<file path="src/hw/rtl/conv3_pkg.sv">
package conv3_pkg;

    localparam int KERNEL_SIZE    = 3;
    localparam int COEF_BITS      = 16;
    localparam int COEF_FRAC_BITS = 14;
    localparam int PIX_BITS       = 8;
    localparam int MAX_WIDTH_DEF  = 1024;
    localparam int MAX_HEIGHT     = 4096;
    localparam int MIN_DIM        = 3;

    localparam int FW_BITS      = 11;
    localparam int FH_BITS      = 13;
    localparam int ROW_BITS     = 13;
    localparam int KROW_BITS    = KERNEL_SIZE * COEF_BITS;
    localparam int CFG_IDX_BITS = 3;

    localparam logic [CFG_IDX_BITS-1:0] CFG_FRAME_WIDTH   = 3'd0;
    localparam logic [CFG_IDX_BITS-1:0] CFG_FRAME_HEIGHT  = 3'd1;
    localparam logic [CFG_IDX_BITS-1:0] CFG_KERNEL_TOP    = 3'd2;
    localparam logic [CFG_IDX_BITS-1:0] CFG_KERNEL_MIDDLE = 3'd3;
    localparam logic [CFG_IDX_BITS-1:0] CFG_KERNEL_BOTTOM = 3'd4;

    localparam logic [FW_BITS-1:0]   FRAME_WIDTH_RST  = 11'd640;
    localparam logic [FH_BITS-1:0]   FRAME_HEIGHT_RST = 13'd480;
    // 3x3 Gaussian, sigma 0.6, Q2.14: corners 454, edges 1819, center 7294
    localparam logic [KROW_BITS-1:0] KERNEL_OUTER_RST  = 48'd1950034362822;
    localparam logic [KROW_BITS-1:0] KERNEL_CENTER_RST = 48'd7813023532827;

    typedef logic [PIX_BITS-1:0] pix_t;
    // [row][col], row 0 = top, col 0 = left
    typedef pix_t [KERNEL_SIZE-1:0][KERNEL_SIZE-1:0] win_t;
    // one packed row of coefficients per kernel row, left coefficient in low bits
    typedef logic [KERNEL_SIZE-1:0][KROW_BITS-1:0] kern_t;

    typedef struct packed {
        logic valid;
        logic frame_end;
    } tag_t;

endpackage

</file>
<file path="src/hw/rtl/conv3_mac.sv">
module conv3_mac (
    input  logic              aclk,
    input  logic              aresetn,
    input  logic              en,
    input  conv3_pkg::tag_t   in_tag,
    input  conv3_pkg::win_t   in_win,
    input  conv3_pkg::kern_t  kern,
    output conv3_pkg::tag_t   out_tag,
    output conv3_pkg::pix_t   out_pixel,
    output logic              out_clipped
);
    import conv3_pkg::*;

    localparam int PROD_W = PIX_BITS + 1 + COEF_BITS;
    localparam int RSUM_W = PROD_W + 2;
    localparam int SUM_W  = PROD_W + 4;

    typedef logic signed [PROD_W-1:0] prod_t;
    typedef logic signed [RSUM_W-1:0] rsum_t;
    typedef logic signed [SUM_W-1:0]  sum_t;

    prod_t [KERNEL_SIZE-1:0][KERNEL_SIZE-1:0] prod_next, prod_reg;
    rsum_t [KERNEL_SIZE-1:0] rsum_next, rsum_reg;
    tag_t  tag1_reg, tag2_reg, tag3_reg;
    sum_t  total;
    sum_t  quot;
    pix_t  pix_next, pix_reg;
    logic  clip_next, clip_reg;

    // stage 1: nine 9x16 signed products
    always_comb begin
        for (int r = 0; r < KERNEL_SIZE; r++) begin
            for (int k = 0; k < KERNEL_SIZE; k++) begin
                prod_next[r][k] = PROD_W'($signed({1'b0, in_win[r][k]}))
                                * PROD_W'($signed(kern[r][k*COEF_BITS +: COEF_BITS]));
            end
        end
    end

    // stage 2: per-row sums
    always_comb begin
        for (int r = 0; r < KERNEL_SIZE; r++) begin
            rsum_next[r] = RSUM_W'(prod_reg[r][0]) + RSUM_W'(prod_reg[r][1])
                         + RSUM_W'(prod_reg[r][2]);
        end
    end

    // stage 3: total, floor (arithmetic shift), saturate
    always_comb begin
        total = SUM_W'(rsum_reg[0]) + SUM_W'(rsum_reg[1]) + SUM_W'(rsum_reg[2]);
        quot  = total >>> COEF_FRAC_BITS;
        if (quot < 0) begin
            pix_next  = '0;
            clip_next = 1'b1;
        end else if (quot > SUM_W'(255)) begin
            pix_next  = '1;
            clip_next = 1'b1;
        end else begin
            pix_next  = quot[PIX_BITS-1:0];
            clip_next = 1'b0;
        end
    end

    always_ff @(posedge aclk) begin
        if (!aresetn) begin
            tag1_reg <= '0;
            tag2_reg <= '0;
            tag3_reg <= '0;
        end else if (en) begin
            tag1_reg <= in_tag;
            tag2_reg <= tag1_reg;
            tag3_reg <= tag2_reg;
        end
    end

    always_ff @(posedge aclk) begin
        if (en) begin
            prod_reg <= prod_next;
            rsum_reg <= rsum_next;
            pix_reg  <= pix_next;
            clip_reg <= clip_next;
        end
    end

    assign out_tag     = tag3_reg;
    assign out_pixel   = pix_reg;
    assign out_clipped = clip_reg;

    a_clip_extreme: assert property (@(posedge aclk) disable iff (!aresetn)
        out_tag.valid && out_clipped |-> out_pixel == '0 || out_pixel == '1)
        else $error("clipped result not at 0 or 255");

endmodule

</file>
<file path="config.mk">
export PLATFORM = sky130hd
export DESIGN_NAME = conv3_mac
export DESIGN_NICKNAME = d
export VERILOG_FILES = /design/src/hw/rtl/conv3_pkg.sv /design/src/hw/rtl/conv3_mac.sv
export SDC_FILE = /design/constraint.sdc
export NUM_CORES = 2
export LEC_CHECK = 0
export BUFFER_PORTS_ARGS = -buffer_cell sky130_fd_sc_hd__clkbuf_2
export CORE_MARGIN = 5
export CORE_UTILIZATION = 65
export DETAILED_ROUTE_END_ITERATION = 10
export PLACE_DENSITY = 0.89
export SYNTH_ARGS = -nofsm -noshare
export SYNTH_HDL_FRONTEND = slang
export SYNTH_SLANG_ARGS = --single-unit
</file>
<file path="constraint.sdc">
create_clock -name aclk -period 8.85 [get_ports aclk]
set_input_delay 1.77 -clock aclk [delete_from_list [all_inputs] [get_ports aclk]]
set_output_delay 1.77 -clock aclk [all_outputs]
set_load 0.01 [all_outputs]
</file>
==> impl_metrics.py <==
metrics = {
    "critical_path": {
        "crit_fanout": 16,
        "critPathRequiredTime_ns": 9.14,
        "r2r_cells": 16,
        "cp_slowest_stage_delay_ns": 0.52,
        "cp_data_arrival_time_ns": 6.88,
        "critPathBufInv": 4,
        "cp_num_cells": 20,
        "cp-end-kind": "flip-flop",
        "slowest_stage": "fa_1",
        "cp_top_family": "adder cells",
        "path_cells": "clkbuf_2, nand2_1, fa_1, inv_1, fa_1, inv_1, fa_1, fa_1, inv_1, ha_1, o21a_1, a21oi_1, a21oi_1, o41ai_2, o21ai_1, nor4_1, o31ai_1, nor2_1, a21oi_1, xor2_1",
        "critPathKind": "input pin to flip-flop",
        "cp-start-kind": "input pin",
        "cpMostUsedCell": "fa_1",
    },
    "logic_synthesis": {
        "synth.distinct_cells": 69,
        "async_reset_ff_share_pct": 0,
        "ys_ff_latch": 321,
        "synth.cell_area_um2": 56900,
        "syn_nets": 7714,
        "ys.flop_type": "edfxtp_1",
        "yosysWarnings": 0,
        "syn_avg_cell_area_um2": 9.62,
        "synth_edf_count": 315,
        "synthCells": 5919,
        "yosysSeqAreaShare_pct": 16.8,
    },
    "layout": {
        "syn_to_final_growth_pct": 6.26,
        "final_cell_mix": "1472 x inv_1, 1022 x fa_1, 658 x nand2_1, 597 x and2_1, 552 x ha_1",
        "largest_register_ffs": 225,
        "fin_cells": 7300,
        "final_common_cell": "inv_1",
        "nets": 7901,
        "drive_gt1_share_pct": 5.19,
    },
    "sta": {
        "setup_viol": 0,
        "rsz0062_at_grt": "false",
        "relSlewSlack_pct": 33.9,
        "skew_ns": 0.0429,
        "max_freq_ghz": 0.152,
        "worstMarginPinSlew_ns": 0.991,
        "period_minus_slack_ns": 6.59,
        "setup_tns_ns": 0,
        "hold_violations": 0,
        "drv_slew": 0,
        "fin_crit_sh_pct": 74.4,
    },
    "floorplanning": {
        "start_util_pct": 65.5,
        "die-area_um2": 93600,
        "die_x_um": 306,
        "rows": 108,
        "coreArea_um2": 86900,
        "die_h_um": 306,
        "io_pins": 232,
    },
    "worst_hold_path": {
        "hold_depth": 2,
        "min_path_type": "flip-flop to flip-flop",
    },
    "clocking": {
        "root_buffer": "clkbuf_16",
        "clk_latency_ns": 0.57,
        "post_cts_buffers": 0,
        "postCtsHoldBufs": 0,
        "htree_levels": 2,
        "cts_tree": "yes",
        "clkTransAtPathRegs_ns": 0.06,
        "ctsResizeCount": 0,
        "cts.sinks": 321,
        "clockBufferDepth": 3,
        "cts-buffers-inserted": 36,
    },
    "global_route": {
        "grt_max_degree": 162,
        "antenna_found_initial": 17,
        "grt_remaining_overflow": 0,
        "grtUsageTotal_pct": 27.5,
        "grt_pass1_vias": 44600,
        "grt_pass1_wl_mm": 212,
    },
    "placement": {
        "dpl.hpwl_mm": 103,
        "dp_cells": 7223,
        "gp_congestion": 0.898,
        "io_buffers": 231,
    },
    "routing": {
        "first_pass_iters": 9,
        "drtIter0Drc": 2723,
        "drt_wl_total_mm": 125,
        "wl_per_cell_um": 17.1,
        "vias": 40500,
        "ant_nets": 0,
        "viasPerCell": 5.55,
        "drc_errors": 0,
    },
    "flow_run": {
        "timing.max_cap.violations": 0,
    },
    "outcome": {
        "status": "finished clean",
    },
    "power_and_ir_drop": {
        "power.leakage_nw": 31.0,
        "irDropWorstVdd_mv": 0.348,
        "power_density_nw_per_um2": 405,
    },
}
-- worst register-to-register path: cells and delay by family (launching register included) --
family / cells / cell delay, ns
compound gates: 8 / 1.60
fa+ha+maj: 3 / 1.06
simple gates: 1 / 0.16
buf+inv: 3 / 0.24
xor+xnor: 1 / 0.34
flops: 1 / 0.39
-- layer usage --
layer,up-vias,GRT usage [%],share of wire [%]
met2,1410,48.4,51
met5,-,0,0.046
li1,18500,-,-
met3,359,4.82,6.9
met4,8,10.4,4.2
met1,20300,34.2,38
-- per-stage QoR --
step / worst slack, ns / hold WS [ns] / total power, W / utilization (%) / area (um2)
CTS: 2.28 / 0.521 / 0.0244 / 69.6 / 60500
floorplan: 2.12 / 0.482 / 0.0179 / - / 56900
detailed placement: 1.76 / 0.505 / 0.0224 / 68.2 / 59300
global placement: 1.79 / 0.497 / 0.0216 / 68.2 / 59300
finish: 2.26 / 0.522 / 0.0245 / 69.6 / 60500
global route: 1.87 / 0.563 / 0.0269 / 69.6 / 60500
-- cell usage after synthesis, types with 5 or more instances --
cell | number | share of area [%]
inv_1 | 1472 | 9.7
a211o_1 | 12 | 0.18
xor2_1 | 68 | 1.0
o21bai_1 | 25 | 0.33
a21oi_1 | 164 | 1.4
dfxtp_1 | 6 | 0.21
nand2_1 | 658 | 4.3
mux2i_1 | 6 | 0.11
and2_1 | 597 | 6.6
clkbuf_1 | 84 | 0.55
o41ai_2 | 5 | 0.14
nand3b_1 | 6 | 0.079
a21boi_1 | 8 | 0.11
or3_1 | 19 | 0.21
nand4_1 | 7 | 0.077
ha_1 | 552 | 12
o41ai_1 | 6 | 0.092
nor3_1 | 54 | 0.47
nor2b_1 | 39 | 0.43
o21ai_0 | 71 | 0.62
a21o_1 | 61 | 0.80
edfxtp_1 | 315 | 17
nand3_1 | 52 | 0.46
o31a_1 | 7 | 0.11
o2111ai_1 | 7 | 0.11
xnor2_1 | 200 | 3.1
and3_1 | 19 | 0.21
o21a_1 | 42 | 0.55
fa_1 | 1022 | 36
o211ai_1 | 9 | 0.12
nand2b_1 | 19 | 0.21
a31oi_1 | 22 | 0.24
a211oi_1 | 15 | 0.20
o31ai_1 | 9 | 0.12
nor2_1 | 168 | 1.1
o21ai_1 | 24 | 0.21
or2_2 | 11 | 0.12
-- kinds of logic after synthesis --
group,Yosys count,synth area share (%)
and+or+nand+nor,1660,14.4
adders and majority gates,1574,48.1
buffers and inverters,1557,10.3
AOI/OAI and AO/OA,531,6.16
DFF,321,16.8
xor gates and xnor gates,268,4.12
muxes,8,0.145
-- where the power goes --
part | total, W | switching [W] | internal, W
Clock | 0.00159 | 0.000657 | 0.000931
Combinational | 0.0187 | 0.0107 | 0.00805
Sequential | 0.00415 | 0.000595 | 0.00356
-- worst paths after layout --
check / end / start / slack, ns
min reg2reg: tag2_reg[1] / tag2_reg[1] / 0.52
min: tag2_reg[1] / tag2_reg[1] / 0.52
max: prod_reg[48] / in_win[9] / 2.26
max reg2reg: rsum_reg[77] / prod_reg[150] / 4.81
-- area by class of cell --
type / count / area [um2]
clock inverters: 20 / 278
flip-flops and latches: 321 / 9580
inverters: 1473 / 5530
fillers: 6130 / 26400
repair buffers: 233 / 1190
diodes: 13 / 32.5
multi-input cells: 4041 / 41500
clock buffers: 44 / 931
well taps: 1155 / 1450
Power figures use the tool's default switching activity.
